==> config.mk <==
export PLATFORM = sky130hd
export DESIGN_NAME = sem_kernel
export DESIGN_NICKNAME = d
export VERILOG_FILES = /design/src/rtl/sem_pkg.sv /design/src/rtl/sem_kernel.sv
export SDC_FILE = /design/constraint.sdc
export NUM_CORES = 1
export LEC_CHECK = 0
export ABC_AREA = 0
export BUFFER_PORTS_ARGS = -buffer_cell sky130_fd_sc_hd__buf_2
export CORE_UTILIZATION = 44
export DETAILED_ROUTE_END_ITERATION = 10
export PLACE_DENSITY = 0.79
export RECOVER_POWER = 25
export SLEW_MARGIN = 20
export SYNTH_ARGS = -nofsm -noshare
export SYNTH_HDL_FRONTEND = slang
export SYNTH_SLANG_ARGS = --single-unit
==> constraint.sdc <==
create_clock -name vclk -period 22.7
set_clock_uncertainty 0.05 [all_clocks]
set_input_delay 4.54 -clock vclk [all_inputs]
set_output_delay 4.54 -clock vclk [all_outputs]
set_load 0.005 [all_outputs]
==> src/rtl/sem_pkg.sv <==
package sem_pkg;

  localparam int PIX_W     = 8;
  localparam int ROW_W     = 11;
  localparam int COL_W     = 11;
  localparam int CFG_W     = 12;
  localparam int CFG_IDX_W = 2;

  // configuration register indexes
  localparam logic [CFG_IDX_W-1:0] CFG_IMAGE_WIDTH    = 2'd0;
  localparam logic [CFG_IDX_W-1:0] CFG_IMAGE_HEIGHT   = 2'd1;
  localparam logic [CFG_IDX_W-1:0] CFG_BAND_FIRST_ROW = 2'd2;
  localparam logic [CFG_IDX_W-1:0] CFG_BAND_END_ROW   = 2'd3;

  localparam logic [CFG_W-1:0] RST_IMAGE_WIDTH    = 12'd640;
  localparam logic [CFG_W-1:0] RST_IMAGE_HEIGHT   = 12'd480;
  localparam logic [ROW_W-1:0] RST_BAND_FIRST_ROW = 11'd0;
  localparam logic [CFG_W-1:0] RST_BAND_END_ROW   = 12'd480;

  localparam logic CMD_PIXEL = 1'b0;
  localparam logic CMD_FLUSH = 1'b1;

  localparam logic [PIX_W-1:0] MAG_MAX = 8'd255;
  localparam logic [CFG_W-1:0] ROW_SAT = 12'd4095;

  localparam int OUTQ_DEPTH = 4;

  // 3x3 window, [row top..bottom][column left..right]
  typedef logic [2:0][2:0][PIX_W-1:0] win_t;

  typedef struct packed {
    logic [PIX_W-1:0] mag;
    logic [ROW_W-1:0] row;
    logic [COL_W-1:0] col;
    logic             last;
    logic             eob;
  } result_t;

endpackage

==> src/rtl/sem_kernel.sv <==
module sem_kernel (
  input  sem_pkg::win_t                win_i,
  output logic [sem_pkg::PIX_W-1:0]    mag_o
);

  logic [9:0]        x_right, x_left, y_bot, y_top;
  logic signed [10:0] gx, gy;
  logic [9:0]        ax, ay;
  logic [10:0]       sum;

  always_comb begin
    x_right = 10'(win_i[0][2]) + {1'b0, win_i[1][2], 1'b0} + 10'(win_i[2][2]);
    x_left  = 10'(win_i[0][0]) + {1'b0, win_i[1][0], 1'b0} + 10'(win_i[2][0]);
    y_bot   = 10'(win_i[2][0]) + {1'b0, win_i[2][1], 1'b0} + 10'(win_i[2][2]);
    y_top   = 10'(win_i[0][0]) + {1'b0, win_i[0][1], 1'b0} + 10'(win_i[0][2]);
    gx      = $signed({1'b0, x_right}) - $signed({1'b0, x_left});
    gy      = $signed({1'b0, y_bot}) - $signed({1'b0, y_top});
    ax      = gx[10] ? 10'(-gx) : 10'(gx);
    ay      = gy[10] ? 10'(-gy) : 10'(gy);
    sum     = 11'(ax) + 11'(ay);
    mag_o   = (sum > 11'(sem_pkg::MAG_MAX)) ? sem_pkg::MAG_MAX : sum[7:0];
  end

endmodule

# Word-level counts from Yosys, hierarchy flattened
# Index checks and enable logic that the tools add are counted.
totals:
  reg_bits: 0
  latch_bits: 0
  mem_bits_rw: 0
  romBits: 0
  input_bits: 72
  out_inout_bits: 8
  memories: 0
op_classes:
  add_sub_neg: 13
  n_mul: 0
  n_div: 0
  magnitude_cmp: 1
  eq_ne: 0
  shift: 0
  mux: 3
  bitwise_logic: 0
  n_reduce_logical: 0
op_table:
  columns: ["op", "count"]
  rows:
  - ["adder 10 x 8 -> 10 bit", 4]
  - ["adder 8 x 9 -> 10 bit", 4]
  - ["subtractor 10 x 10 -> 11 bit", 2]
  - ["two-way mux 10 bit", 2]
  - ["negator 10 bit", 2]
  - ["adder 10 x 10 -> 11 bit", 1]
  - ["greater-than comparator 11 x 8 -> 1 bit, second input constant", 1]
  - ["two-way mux 8 bit", 1]

# Depth between registers and ports, before layout
# Gate-level depths: netlist of the first run.
logic_depth:
  word_depth: 8
  mapped_depth: 24
  mapped_depth_nobuf: 23

# Least setup slack after synthesis of the first run
# OpenSTA, ideal clock, no wires.
synth_path:
  path_kind: "input port to output port"
  startpoint: "input port win_i[4] (netlist name)"
  endpoint: "output port mag_o[0] (netlist name)"
  arrival_time_ps: 9568
  required_time_ps: 18110
  setup_slack_ps: 8542
  cell_stages: 21
  n_path_buf: 1
  path_cell_list: "inv_1 fa_1 fa_1 inv_1 fa_1 inv_1 ha_1 nand3_1 o21ai_0 a31oi_1 o21ai_1 mux2_2 fa_1 a21o_1 a21oi_1 o21ai_0 a31oi_1 xor2_1 and4b_1 clkbuf_1 nand2b_1"
synth_between:
  elab_chain_cells: 8
  elab_cells_between_ends: 13
  classes_between: "9 x add/sub; 1 x order compare; 3 x mux"
synth_lines:
  columns: ["item", "line", "source"]
  rows:
  - ["from (decl)", "sem_kernel.sv:2", "input sem_pkg::win_t win_i,"]
  - ["adder 8 x 9 -> 10 bit, on equally long branches", "sem_kernel.sv:13, sem_kernel.sv:15", null]
  - ["adder 10 x 8 -> 10 bit, on equally long branches", "sem_kernel.sv:13, sem_kernel.sv:15", null]
  - ["subtractor 10 x 10 -> 11 bit, on equally long branches", "sem_kernel.sv:16, sem_kernel.sv:17", null]
  - ["negator 10 bit, on equally long branches", "sem_kernel.sv:18, sem_kernel.sv:19", null]
  - ["two-way mux 10 bit, on equally long branches", "sem_kernel.sv:18, sem_kernel.sv:19", null]
  - ["adder 10 x 10 -> 11 bit *", "sem_kernel.sv:20", "sum = 11'(ax) + 11'(ay);"]
  - ["greater-than comparator 11 x 8 -> 1 bit", "sem_kernel.sv:21", "mag_o = (sum > 11'(sem_pkg::MAG_MAX)) ? sem_pkg::MAG_MAX : sum[7:0];"]
  - ["two-way mux 8 bit *", "sem_kernel.sv:21", null]
  - ["to (decl)", "sem_kernel.sv:3", "output logic [sem_pkg::PIX_W-1:0] mag_o"]
# Mark *: on every way between the ends. The rest lies on a longest branch, timed or not.

# Worst setup path after layout of the first run
layout_path:
  startpoint: "input port win_i[3] (netlist name)"
  endpoint: "output port mag_o[0] (netlist name)"
# Same word-level chain as after synthesis.

==> impl_metrics.py, run 1 <==
metrics = {
    "cells_and_area": {
        "layout.cells.non_filler": 553,
        "num_antenna_cells": 0,
        "seq_cells": 0,
        "finalInstanceArea_sq_um": 3699,
        "fin_nets": 630,
        "drive_gt1_share_pct": 18.16,
        "nFillCells": 688,
        "area_delta_synth_final_pct": 14.80,
        "final_core_util_pct": 53.26,
        "register_area_sq_um": 0,
        "clkbuf_count": 0,
    },
    "setup_path": {
        "critPathArrivalTime_ps": 10490,
        "cpMostUsedCell": "fa_1",
        "crit_family": "adder cells",
        "cp_cell_sequence": "buf_2 -> inv_1 -> fa_1 -> fa_1 -> inv_1 -> fa_1 -> inv_1 -> ha_1 -> nand3_1 -> o21ai_0 -> a31oi_1 -> o21ai_0 -> mux2_1 -> fa_1 -> a21o_1 -> a21oi_1 -> o21ai_0 -> a31oi_1 -> xor2_1 -> and4b_1 -> nand2b_1 -> buf_2",
        "end_kind": "output port",
        "crit_fanout": 9,
        "crit_path_top_delay_cell": "o21ai_0",
        "path_buf_inv": 5,
        "path_class": "in2out",
        "required_ps": 18110,
        "critPathLaunchType": "input pin",
        "cpPeakStageDelay_ps": 770,
    },
    "timing": {
        "finalCriticalPeriod_ps": 15080,
        "setup_tns_ps": 0,
        "fin_crit_sh_pct": 66.42,
        "setup_viol": 0,
        "slew_headroom_pct": 36.80,
        "slew_violations": 0,
        "rsz0062_at_grt": "false",
        "hold_viol_final": 0,
        "fmax_ghz": 0.06633,
        "worst_pin_slew_ps": 938.1,
    },
    "route": {
        "drt_first_pass_iters": 4,
        "vias": 2553,
        "wl_mm": 5.792,
        "drtAntennaViolNets": 0,
        "drc": 0,
        "via_per_inst": 4.617,
        "drtIter0Drc": 75,
        "wl_per_cell_um": 10.47,
    },
    "global_route": {
        "grt_pass1_vias": 2803,
        "grt.overflow.total": 0,
        "grt_usage_pct": 16.80,
        "grt_max_degree": 11,
        "antenna_found_initial": 0,
        "grt_pass1_wl_mm": 10.76,
    },
    "synth": {
        "synth-warning-count": 0,
        "ys_types": 41,
        "synth.largest_area_cell": "fa_1",
        "synthesis.instances": 386,
        "synth_top_area_share_pct": 39.15,
        "synth_area_sq_um": 3222,
        "synth_nets": 557,
        "synth_area_leaders": "fa_1 39%, inv_1 16%, ha_1 14%",
        "synth.avg_cell_area_sq_um": 8.347,
        "synthTopCellsByCount": "141 x inv_1, 63 x fa_1, 36 x ha_1, 25 x xnor2_1, 14 x nor2_1",
        "synth_most_common_cell": "inv_1",
        "ys_seq_area_share_pct": 0,
    },
    "place": {
        "port_buffers": 72,
        "hpwl_mm": 5.546,
        "dp.cells": 553,
        "post_dp_cell_area_sq_um": 3699,
        "gp_congestion": 0.7923,
    },
    "floorplan": {
        "core_area_sq_um": 6944,
        "ios": 80,
        "die-area_sq_um": 7669,
        "start_util_pct": 46.40,
        "die_w_um": 87.57,
        "die_h_um": 87.57,
        "core.rowCount": 30,
    },
    "min_path": {
        "hold_depth": 6,
        "hold_path_end": "mag_o[0]",
        "min_from": "win_i[1]",
        "hp-class": "in2out",
    },
    "clock_tree": {
        "cts_setup_buffers": 0,
        "cts_resized": 0,
        "cts_hold_buf": 0,
    },
    "status": {
        "run_status": "finished clean",
    },
    "flow_run": {
        "drv_cap": 0,
    },
}
[cell usage in the layout (no fill, tap or decap), drive strengths merged, types with 2 or more instances in the layout]
| cell | netlist | final |
|---|---|---|
| a31oi | 5 | 5 |
| o31ai | 3 | 3 |
| nand2b | 6 | 6 |
| xor2 | 10 | 10 |
| inv | 141 | 141 |
| buf | 0 | 72 |
| a21oi | 14 | 14 |
| a21o | 6 | 6 |
| nor4 | 2 | 2 |
| xnor2 | 25 | 25 |
| o21bai | 4 | 4 |
| nand3 | 4 | 4 |
| ha | 36 | 36 |
| o21ai | 11 | 11 |
| or2 | 3 | 3 |
| nor2 | 14 | 14 |
| nor3 | 6 | 6 |
| a211oi | 2 | 2 |
| fa | 63 | 63 |
| nor2b | 4 | 4 |
| nand2 | 12 | 12 |
| or3b | 2 | 2 |
[how the worst max path moves through the flow]
stage / start / end / slack, ps / cells past startpoint
2_1_floorplan: win_i[4] / mag_o[0] / 8540 / 21
3_3_place_gp: win_i[5] / mag_o[1] / 7930 / 22
3_5_place_dp: win_i[3] / mag_o[2] / 7880 / 22
4_1_cts: win_i[3] / mag_o[2] / 7830 / 22
5_1_grt: win_i[53] / mag_o[1] / 7240 / 23
6_report: win_i[3] / mag_o[0] / 7620 / 22
[routing by layer]
metal	up-vias	global-route usage, %	part of all wire (%)
li1	1294	-	-
met1	1206	18.78	42
met2	53	36.51	55
met3	0	0.4713	3.1
met4	0	0.1490	0
met5	-	0	0
[through the flow]
step	hold slack (ps)	setup slack (ps)
after CTS	9829	7833
after detailed placement	9820	7880
after global placement	9808	7929
final	9809	7623
after floorplan	9562	8542
after global routing	9874	7244
[cell type report]
| class | count | area, sq um | area share (%) |
|---|---|---|---|
| inverters | 141 | 529.3 | 14.31 |
| multi-input cells | 244 | 2689 | 72.70 |
| well taps | 96 | 120.1 | 3.248 |
| repair buffers | 72 | 360.3 | 9.743 |
[tightest hold or removal path: stages]
cell and delay [ps]:
buf_2 90, inv_1 160, ha_1 210, ha_1 120, nand2b_1 80, buf_2 100
[kinds of logic (layout without fill, tap and decap cells)]
family / count (synthesis) / count (layout) / share of synthesized area, %
mux: 1 / 1 / 0.3495
xor+xnor: 35 / 35 / 9.514
compound gates: 53 / 53 / 10.99
buf+inv: 142 / 213 / 16.54
fa+ha+maj: 99 / 99 / 53.13
simple gates: 56 / 56 / 9.476
Power of run 1 is not shown: default switching activity piles up to over one toggle a cycle in this logic, so the estimate is an artifact.
==> run 2, diff against run 1 <==
PLACE_DENSITY = 0.82   (was 0.79)
clock period = 13.6 ns   (was 22.7 ns; I/O delays follow)
==> run 2 against run 1 <==
Cell area did not move. Largest cell class unchanged. Sequential cell count did not move. Cell count did not move. Routed wire length rose by 2.7%. Hold slack got worse by 3700 ps. Critical endpoint is now mag_o[7]. Utilization did not move.
==> impl_metrics.py, run 2 (synthesis gave the netlist of run 1 again) <==
metrics = {
    "status": {
        "run_status": "finished clean",
    },
    "setup_path": {
        "path_buf_inv": 5,
        "required_ps": 10830,
        "cpMostUsedCell": "fa_1",
        "critPathLaunchType": "input pin",
        "crit_family": "adder cells",
        "cp_cell_sequence": "buf_2 -> inv_1 -> fa_1 -> fa_1 -> inv_1 -> fa_1 -> inv_1 -> ha_1 -> nand3_1 -> o21ai_0 -> a31oi_1 -> o21ai_0 -> mux2_1 -> fa_1 -> a21o_1 -> a21oi_1 -> o21ai_0 -> a31oi_1 -> xor2_1 -> and4b_1 -> nand2_1 -> buf_2",
        "critPathArrivalTime_ps": 8800,
        "crit_fanout": 9,
        "crit_start": "win_i[3]",
        "critical_path_depth": 22,
        "cpPeakStageDelay_ps": 850,
        "crit_path_end": "mag_o[7]",
        "end_kind": "output port",
        "path_class": "in2out",
        "crit_path_top_delay_cell": "o21ai_0",
    },
    "place": {
        "pre_cts_ws_ps": 2318,
        "hpwl_mm": 5.700,
        "gp_congestion": 0.7621,
        "port_buffers": 72,
    },
    "global_route": {
        "grt_usage_pct": 17.35,
        "grt.overflow.total": 0,
        "grt_pass1_vias": 2891,
        "grt_max_degree": 11,
        "grt_pass1_wl_mm": 11.07,
        "antenna_found_initial": 0,
    },
    "floorplan": {
        "start_util_pct": 46.40,
        "core.rowCount": 30,
        "die_w_um": 87.57,
        "die_h_um": 87.57,
        "core_area_sq_um": 6944,
        "die-area_sq_um": 7669,
        "ios": 80,
    },
    "timing": {
        "fin_ws_ps": 2030,
        "slew_violations": 0,
        "fin_crit_sh_pct": 85.07,
        "finalCriticalPeriod_ps": 11570,
        "setup_tns_ps": 0,
        "worst_pin_slew_ps": 1038,
        "setup_viol": 0,
        "rsz0062_at_grt": "false",
        "hold_viol_final": 0,
        "fmax_ghz": 0.08643,
        "slew_headroom_pct": 30.10,
    },
    "cells_and_area": {
        "register_area_sq_um": 0,
        "clkbuf_count": 0,
        "area_delta_synth_final_pct": 14.80,
        "layout_common_cells": "141 x inv_1, 72 x buf_2, 63 x fa_1, 36 x ha_1, 25 x xnor2_1",
        "drive_gt1_share_pct": 18.16,
        "layout_commonest_cell": "inv_1",
        "num_antenna_cells": 0,
        "nFillCells": 648,
        "seq_cells": 0,
        "fin_nets": 630,
    },
    "clock_tree": {
        "cts_hold_buf": 0,
        "cts_setup_buffers": 0,
        "cts_resized": 0,
    },
    "route": {
        "drt_first_pass_iters": 4,
        "via_per_inst": 4.685,
        "drc": 0,
        "drtIter0Drc": 90,
        "vias": 2591,
        "wl_per_cell_um": 10.76,
        "wl_mm": 5.949,
        "drtAntennaViolNets": 0,
    },
    "flow_run": {
        "drv_cap": 0,
    },
    "min_path": {
        "hp-class": "in2out",
    },
}
## run 2: worst min path at each step
stage	start	slack, ps	depth (start not counted)	endpoint
2_1_floorplan	win_i[1]	5920	4	mag_o[0]
3_3_place_gp	win_i[1]	6170	6	mag_o[0]
3_5_place_dp	win_i[1]	6160	6	mag_o[0]
4_1_cts	win_i[1]	6170	6	mag_o[0]
5_1_grt	win_i[1]	6240	6	mag_o[0]
6_report	win_i[1]	6150	6	mag_o[0]
## run 2: layout make-up
cell class | instances | area, sq um | area share [%]
tap | 96 | 120.1 | 3.248
multi-input combinational | 244 | 2689 | 72.70
inverter | 141 | 529.3 | 14.31
timing repair buffer | 72 | 360.3 | 9.743
## run 2: metrics by stage
step | utilization [%] | std cells | area (sq um) | hold slack (ps)
finish | 53.26 | 553 | 3699 | 6152
global route | 53.26 | 553 | 3699 | 6240
CTS | 53.26 | 553 | 3699 | 6170
detailed placement | 53.26 | 553 | 3699 | 6164
global placement | 53.26 | 553 | 3699 | 6172
floorplan | - | 386 | 3222 | 5922
## run 2: per-layer routing
metal  global-route usage, %  wire length [um]  up-vias
met5                       0                 0        -
met4                  0.8942                19        0
met3                  0.2828               169        2
met2                   37.14              3309       57
met1                   19.71              2451     1235
li1                        -                 -     1297
Power of run 2 is left out for the same reason.
