--- config.mk ---
export PLATFORM = sky130hd
export DESIGN_NAME = sem_outq
export DESIGN_NICKNAME = d
export VERILOG_FILES = /design/src/rtl/sem_pkg.sv /design/src/rtl/sem_outq.sv
export SDC_FILE = /design/constraint.sdc
export NUM_CORES = 1
export LEC_CHECK = 0
export BUFFER_PORTS_ARGS = -buffer_cell sky130_fd_sc_hd__buf_2
export CORE_MARGIN = 5
export CORE_UTILIZATION = 57
export CTS_CLUSTER_DIAMETER = 200
export DETAILED_ROUTE_END_ITERATION = 8
export PLACE_DENSITY_LB_ADDON = 0.2
export REMOVE_ABC_BUFFERS = 1
export SLEW_MARGIN = 0
export SYNTH_ARGS = -nofsm -noshare
export SYNTH_HDL_FRONTEND = slang
export SYNTH_SLANG_ARGS = --single-unit
--- constraint.sdc ---
create_clock -name clk_i -period 3.85 [get_ports clk_i]
set_input_delay 0 -clock clk_i [delete_from_list [all_inputs] [get_ports clk_i]]
set_output_delay 0 -clock clk_i [all_outputs]
set_load 0.03 [all_outputs]
--- src/rtl/sem_pkg.sv ---
package sem_pkg;

  localparam int PIX_W     = 8;
  localparam int ROW_W     = 11;
  localparam int COL_W     = 11;
  localparam int CFG_W     = 12;
  localparam int CFG_IDX_W = 2;

  // configuration register indexes
  localparam logic [CFG_IDX_W-1:0] CFG_IMAGE_WIDTH    = 2'd0;
  localparam logic [CFG_IDX_W-1:0] CFG_IMAGE_HEIGHT   = 2'd1;
  localparam logic [CFG_IDX_W-1:0] CFG_BAND_FIRST_ROW = 2'd2;
  localparam logic [CFG_IDX_W-1:0] CFG_BAND_END_ROW   = 2'd3;

  localparam logic [CFG_W-1:0] RST_IMAGE_WIDTH    = 12'd640;
  localparam logic [CFG_W-1:0] RST_IMAGE_HEIGHT   = 12'd480;
  localparam logic [ROW_W-1:0] RST_BAND_FIRST_ROW = 11'd0;
  localparam logic [CFG_W-1:0] RST_BAND_END_ROW   = 12'd480;

  localparam logic CMD_PIXEL = 1'b0;
  localparam logic CMD_FLUSH = 1'b1;

  localparam logic [PIX_W-1:0] MAG_MAX = 8'd255;
  localparam logic [CFG_W-1:0] ROW_SAT = 12'd4095;

  localparam int OUTQ_DEPTH = 4;

  // 3x3 window, [row top..bottom][column left..right]
  typedef logic [2:0][2:0][PIX_W-1:0] win_t;

  typedef struct packed {
    logic [PIX_W-1:0] mag;
    logic [ROW_W-1:0] row;
    logic [COL_W-1:0] col;
    logic             last;
    logic             eob;
  } result_t;

endpackage

--- src/rtl/sem_outq.sv ---
module sem_outq (
  input  logic              clk_i,
  input  logic              rst_ni,
  input  logic              push0_i,
  input  sem_pkg::result_t  data0_i,
  input  logic              push1_i,
  input  sem_pkg::result_t  data1_i,
  output logic              room2_o,
  output logic              out_valid_o,
  input  logic              out_ready_i,
  output sem_pkg::result_t  out_data_o
);

  localparam int PW   = $clog2(sem_pkg::OUTQ_DEPTH);
  localparam int CNTW = $clog2(sem_pkg::OUTQ_DEPTH + 1);

  sem_pkg::result_t entry_q [sem_pkg::OUTQ_DEPTH];
  logic [PW-1:0]    wptr_q, wptr_d, rptr_q, rptr_d;
  logic [CNTW-1:0]  cnt_q, cnt_d, cnt_left;
  logic             pop;

  assign pop         = out_valid_o && out_ready_i;
  assign out_valid_o = (cnt_q != '0);
  assign out_data_o  = entry_q[rptr_q];
  assign cnt_left    = cnt_q - CNTW'(pop);
  assign room2_o     = (cnt_left <= CNTW'(sem_pkg::OUTQ_DEPTH - 2));

  always_comb begin
    wptr_d = wptr_q + PW'(push0_i) + PW'(push1_i);
    rptr_d = rptr_q + PW'(pop);
    cnt_d  = cnt_left + CNTW'(push0_i) + CNTW'(push1_i);
  end

  always_ff @(posedge clk_i) begin
    if (push0_i) begin
      entry_q[wptr_q] <= data0_i;
    end
    if (push1_i) begin
      entry_q[wptr_q + PW'(1)] <= data1_i;
    end
  end

  always_ff @(posedge clk_i or negedge rst_ni) begin
    if (!rst_ni) begin
      wptr_q <= '0;
      rptr_q <= '0;
      cnt_q  <= '0;
    end else begin
      wptr_q <= wptr_d;
      rptr_q <= rptr_d;
      cnt_q  <= cnt_d;
    end
  end

endmodule

# [After elaboration in Yosys (flattened, before gate mapping)]
# Memory sizes are Yosys's and may differ from the RTL's.
# Index checks and enable logic that the tools add are counted.
[classes] n_reduce_logical=2 n_lt_le_gt_ge=1 muxes=4 addsub=7
[ops] operator="$add 2x1->2" count=3
[ops] operator="$add 3x1->3" count=2
[ops] operator="$mux 1" count=4
[ops] operator="$le 3x2->1 const B" count=1
[ops] operator="$reduce_bool 3->1" count=1
[ops] operator="$sub 3x1->3" count=1
[ops] operator="$add 2x1->2 const B" count=1
[ops] operator="$logic_and 1x1->1" count=1
[word_totals] ramBits=128 word_cells=18 output_inout_bits=34 in_bits=69 n_memories=1 regBits=7
[memory_table] name="entry_q" depth=4 width=32 read_ports=1 rd_clocked_by_memory_dff=0 write_ports=2 line="sem_outq.sv:17" text="sem_pkg::result_t entry_q [sem_pkg::OUTQ_DEPTH];"

# [Depth between registers and ports, before layout]
# Gate-level depths: netlist of the first run.
[depth] depth_word=5 depth_mapped=7 mapped_depth_nobuf=7

# [Worst setup path before layout of the first run]
# Ideal clock, no wire load.
[synth_path] path_type="flip-flop to flip-flop" from="register wptr_q[0]" to="memory entry_q[2][0] in the netlist's numbering, enable pin" path_buffers=1 synth_period_minus_slack_ps=3440 required_ps=3384 path_stages_with_launch=4 t_arrival_ps=2974 slack_ps=410 setup_time_ps=466 path_cell_list="dfrtp_1 buf_4 nand2b_1 o21ai_0"
[synth_lines] item="start: declaration" line="sem_outq.sv:18" text="logic [PW-1:0] wptr_q, wptr_d, rptr_q, rptr_d;"
[synth_lines] item="start signal: assignment" line="sem_outq.sv:49" text="wptr_q <= wptr_d;"
[synth_lines] item="end: declaration" line="sem_outq.sv:17"

==> results.md, run 1 <==
- Die X: 118 µm
- Routed len/inst: 21.2 µm
- Fillcell total: 664
- Worst-case clock buffer depth: 2
- Detail Route Antenna Nets: 0
- Clock sinks: 135
- Vias per inst: 5.67
- Register Area: 4020 µm²
- Unrepaired setup endpoints after global routing: false
- Final core occ: 0.776
- Initial antenna violation count: 0
- Leak pwr: 0.00330 µW
- Port Buffers: 102
- Count of state elements after synthesis: 135
- GRT Total Usage: 0.226
- Vias in the first global route: 4,497
- Post-DP HPWL: 8000 µm
- Post-synth EDFFs: 128
- Crit start category: register
- Multi-input logic area: 2450 µm²
- Final Max Tran Viols: 0
- Final Hold Violating Endpoints: 0
- Post-Synthesis Cells: 349
- Critical path arrival: 2900 ps
- CP max stage delay: 570 ps
- # diodes: 0
- Num ports: 103
- Critical path's top delay family: buffers and inverters
- Synth area leader: edfxtp_1
- Total power per unit cell area: 774 nW/µm²
- Worst Tran Pin Value: 1160 ps
- F_max: 0.366 GHz
- Cell variety after synth: 24
- Fin crit share: 0.710
- NumNets Final: 626
- Die Ht: 118 µm
- Initial Utilization: 0.581
- CP Cell Sequence: nor3b_4 -> buf_4 -> mux2_2 -> dlygate4sd3_1
- Vias: 4,008
- CTS clk-pin slew, worst paths: 60 ps
- Setup TNS: 0 ps
- Synth area leaders: edfxtp_1, mux2_2, mux4_2
- Max_slew headroom: 0.226
- Main synth FF type: edfxtp_1
- Finish-stage setup viols: 0
- CTS tree: built
- Crit Path Category: reg2reg
- Post-CTS sizing: 0
- Total CTS buffers: 17
- RePlAce Congestion: 0.705
- Sw Ratio: 0.347
- Largest net degree at the start of global routing: 34
- Worst-Skew Late Latency: 420 ps
- Layout cells sized above 1: 0.534
- Required time of the critical path: 4010 ps
- Worst path slowest cell: dfrtp_1
- Max-capacitance violation count: 0
- Seq/Total Area, Yosys: 0.608
- Die area: 13,800 µm²
- P_sw: 2370 µW
- Share of the synthesized area in the top cell type: 0.582
- Post-synth top cells: edfxtp_1, mux2_2, mux4_2
- DR iter-0 viols: 257
- Count of warnings emitted by yosys: 0
- Most common cell in the netlist: edfxtp_1
- Crit path buf inv count: 2
- Sequential power share: 0.373
- Syn_area_per_cell: 18.9 µm²
- Worst hold path type: in2reg
- FFs w/ async S/R, synth: 0.0519
- First-pass iteration count of the detailed router: 4
- Clk pwr share: 0.246
- Hold-fix buffers, CTS: 100
- P&R area growth vs syn: 33.6%
- Run status: finished clean
- Grt ovf: 0
- Worst-path maximum fanout: 25
- Count of non-filler cells in the finished layout: 707
- Row cnt: 39
- Logic pwr share: 0.380
- Clock skew: 4.83 ps
- Int Power: 4460 µW
- Mapped Area: 6610 µm²
- Root Driver: clkbuf_16
- Worst setup EP type: register
- Global-route wire length before repair: 24,000 µm
- Fin crit period: 2730 ps
- Wirelength, routed: 15,000 µm
- WHS: 49.0 ps
- H-tree depth: 4
- Core area: 11,400 µm²
- Setup Buffers After CTS: 0
- Placed Instances: 575
- DRC: 0
- Maximum VDD drop: 0.502 mV
==> power groups by stage <==
stage	registers [µW]	clock network (µW)	logic, µW
5_1_grt	2610	1760	2760
6_report	2550	1680	2600
4_1_cts	2560	1700	2610
3_3_place_gp	2560	0	2430
2_1_floorplan	2500	0	1790
3_5_place_dp	2590	0	2460
==> kinds of logic (layout without fill, tap and decap cells) <==
family / Yosys count / after routing / synth area share
adder cells (fa/ha/maj): 6 / 6 / 0.0136
XOR/XNOR: 4 / 4 / 0.00530
multiplexers: 161 / 161 / 0.329
AND/OR/NAND/NOR: 9 / 9 / 0.0144
buffers and inverters: 31 / 246 / 0.0269
AO/OA/AOI/OAI: 3 / 3 / 0.00265
flip-flops: 135 / 135 / 0.608
==> path summary, 6_finish.rpt <==
path                            startpoint             end  slack [ps]  depth (start not counted)
worst max register to register   wptr_q[1]  entry_q[1][29]        1120                          4
worst min register to register    cnt_q[2]        cnt_q[2]         640                          2
worst max-delay path             wptr_q[1]  entry_q[1][29]        1120                          4
min in group asynchronous           rst_ni        cnt_q[1]         540                          3
worst min-delay path               push1_i       wptr_q[0]          50                          2
max in group asynchronous           rst_ni       rptr_q[1]        3040                          3
==> routing by layer <==
layer / track usage / wire (µm) / vias to the layer above
met5: 0 / 0 / -
met4: 0.0989 / 303 / 0
met3: 0.0457 / 668 / 28
met2: 0.384 / 7840 / 115
met1: 0.280 / 6170 / 2048
li1: - / - / 1817
==> cell usage in the layout, fill, tap and decap left out, drive strengths merged, types with 2 or more instances in the layout <==
cell         instances
bufinv               4
o21ai                2
nand3b               2
clkbuf              17
xor2                 2
fa                   2
buf                106
ha                   4
clkinvlp             2
mux4                32
mux2               128
dlygate4sd3        100
nor2                 2
inv                  9
clkinv               8
dfrtp                7
xnor2                2
edfxtp             128
==> stage by stage <==
step           cell area [µm²]  setup slack, ps  power [µW]
4_1_cts                   8830             1170        6870
5_1_grt                   8830             1040        7140
6_report                  8830             1120        6830
3_5_place_dp              7220             1600        5050
2_1_floorplan             6460              421        4290
3_3_place_gp              7220             1630        4990
==> sequential cells by signal (all words and copies together), names as in the netlist <==
signal	flops
cnt_q	3
rptr_q	2
entry_q	128
wptr_q	2
==> layout make-up <==
cell class | count | area share
multi-input combinational | 183 | 0.277
clock inverter | 15 | 0.0208
tap | 143 | 0.0203
inverter | 8 | 0.00340
sequential | 135 | 0.455
clock buffer | 17 | 0.0482
timing repair buffer | 206 | 0.175
(Power assumes the default switching activity.)
==> inputs of run 2 (changes only) <==
- CORE_UTILIZATION: 57 -> 51
- clock period: 3.85 -> 2.4 ns (I/O delays scaled with it)
==> results.md, run 2 (same netlist as run 1, synthesis figures left out) <==
- Finish-stage setup viols: 0 (unchanged)
- Worst-Skew Late Latency: 420 ps (about the same)
- Leak pwr: 0.00338 µW (+2.3%)
- Grt ovf: 0 (unchanged)
- Layout cells sized above 1: 0.550 (+0.0159)
- Worst Tran Pin Value: 680 ps (-477 ps)
- Vias: 4,011 (+0.075%)
- CTS clk-pin slew, worst paths: 50 ps (about the same)
- Clock sinks: 135 (unchanged)
- DRC: 0 (unchanged)
- Initial antenna violation count: 0 (unchanged)
- Top Usage Layer GRT: met2
- Root Driver: clkbuf_16
- Endpoint, Worst Hold: wptr_q[0]
- Core area: 12,700 µm² (+11%)
- Row cnt: 41 (+5.1%)
- Max-capacitance violation count: 0 (unchanged)
- Worst hold path type: in2reg
- NumNets Final: 637 (+1.8%)
- Top flop regs: entry_q: 128 flops, cnt_q: 3 flops
- CTS tree: built
- Wirelength, routed: 15,100 µm (+1.0%)
- Worst setup EP type: primary output
- RePlAce Congestion: 0.769 (+9.1%)
- CP max stage delay: 410 ps (-160 ps)
- Port Buffers: 102 (unchanged)
- CP Cell Sequence: or3_1 -> and2_1 -> ha_1 -> ha_1 -> xnor2_2 -> o21a_1 -> buf_2
- Final Hold Violating Endpoints: 0 (unchanged)
- R2r setup slk: 80 ps (-1040 ps)
- Global-route wire length before repair: 23,500 µm (-2.1%)
- Largest net degree at the start of global routing: 33 (-2.9%)
- Die X: 124 µm (+5.2%)
- Required time of the critical path: 2400 ps (-1610 ps)
- Multi-input logic area: 2470 µm² (+0.77%)
- Routed len/inst: 20.3 µm (-4.4%)
- Setup Buffers After CTS: 0 (unchanged)
- Critical path arrival: 2360 ps (-540 ps)
- Max reg flops: 128 (unchanged)
- Grt met1 use: 0.254 (-0.0265)
- WHS: 102 ps (+53.1 ps)
- Worst slack at placement: 374 ps (-1230 ps)
- Fin crit share: 0.981
- Commonest non-fill, non-tap cell in the layout: edfxtp_1
- HP Start: push1_i
- Vias in the first global route: 4,537 (+0.89%)
- Post-DP HPWL: 9020 µm (+13%)
- Die Ht: 124 µm (+5.2%)
- Run status: finished clean
- Fin crit period: 2360 ps
- Clock skew: 5.75 ps (+0.923 ps)
- Met3 Usage GRT: 0.0481 (+0.00249)
- Tot Pwr: 11,100 µW (+62%)
- Vias per inst: 5.37 (-5.3%)
- Commonest cells after routing, fill and taps aside: edfxtp_1, mux2_2, buf_2, dlygate4sd3_1, mux4_2
- DR iter-0 viols: 188 (-27%)
- Total CTS buffers: 17 (unchanged)
- Crit start category: register
- Final core occ: 0.711 (-0.0659)
- Total power per unit cell area: 1230 nW/µm² (+59%)
- # diodes: 0 (unchanged)
- Worst-path maximum fanout: 2 (-92%)
- Max_slew headroom: 0.547 (+0.321)
- Unrepaired setup endpoints after global routing: true
- Setup TNS: 0 ps (unchanged)
- Num ports: 103 (unchanged)
- H-tree depth: 4 (unchanged)
- Detail Route Antenna Nets: 0 (unchanged)
- Most used cell, CP: ha_1
- First-pass iteration count of the detailed router: 4 (unchanged)
- Register Area: 4020 µm² (unchanged)
- Largest register by flop count: entry_q
- F_max: 0.425 GHz
- Crit Path Category: reg2out
- Reg2reg start: wptr_q[1]
- GRT Total Usage: 0.210 (-0.0160)
- P&R area growth vs syn: 36.3%
- Worst Hold Depth: 2 (unchanged)
- Worst reg2reg path depth: 5 (+1)
- Worst setup margin: 44.5 ps (-1070 ps)
- Final Max Tran Viols: 0 (unchanged)
- Worst reg2reg path endpoint: entry_q[1][20]
- Initial Utilization: 0.521 (-0.0597)
- Maximum VDD drop: 1.05 mV (+110%)
- Die area: 15,300 µm² (+11%)
- Worst path slowest cell: dfrtp_1
- Worst-case clock buffer depth: 2 (unchanged)
- Met2 usage: 0.366 (-0.0180)
- Fillcell total: 874 (+32%)
run 2: cell count changes in the layout (fill, tap and decap cells not counted), sizes merged:
cell,delta
buf,+13
clkbuf,+7
clkinv,-4
dlygate4sd3,-3
bufinv,-2
inv,-1
nand3b,+1
run 2: layout make-up:
type                            count  share of cell area
Sequential cell                   135               0.447
Multi-Input combinational cell    184               0.274
Timing Repair Buffer              216               0.187
Clock buffer                       24              0.0546
Tap cell                          172              0.0239
Clock inverter                      8              0.0106
Inverter                            8             0.00334
run 2: metrics by stage:
stage	instance area, µm²	cells
after global placement	7430	617
after global routing	9000	747
final	9000	747
after detailed placement	7430	617
after CTS	8980	746
after floorplan	6460	326
run 2: timing repair:
item	CTS	global route
setup endpoints to repair	0	7
endpoints found under the hold margin	137	0
resized for setup	0	1
hold buffers	97	0
run 2: how the worst max path moves through the flow:
| stage | from | end | slack, ps | cells past startpoint |
|---|---|---|---|---|
| after floorplan | wptr_q[0] | entry_q[0][0] | -1030 | 2 |
| after global placement | cnt_q[2] | cnt_q[1] | 430 | 6 |
| after detailed placement | cnt_q[2] | cnt_q[2] | 370 | 7 |
| after CTS | wptr_q[0] | entry_q[3][10] | 20 | 3 |
| after global routing | cnt_q[2] | room2_o | -60 | 7 |
| final | cnt_q[2] | room2_o | 40 | 7 |
run 2: routing by layer:
layer | share of wire | routed length, µm
met1 | 0.40 | 6100
met2 | 0.54 | 8110
met3 | 0.047 | 710
met4 | 0.015 | 223
met5 | 0 | 0
run 2: power by group:
part	leakage, µW	switching (µW)	internal, µW	total (µW)
logic	0.00182	2530	2060	4590
clock network	0.000286	918	1630	2550
registers	0.00128	375	3570	3950
total	0.00338	3820	7260	11100
run 2: worst max-delay path, delay by kind of cell (launching register included):
family | cells | cell delay [ps]
simple gates | 2 | 590
flops | 1 | 410
fa+ha+maj | 2 | 390
xor+xnor | 1 | 190
buf+inv | 1 | 190
compound gates | 1 | 150
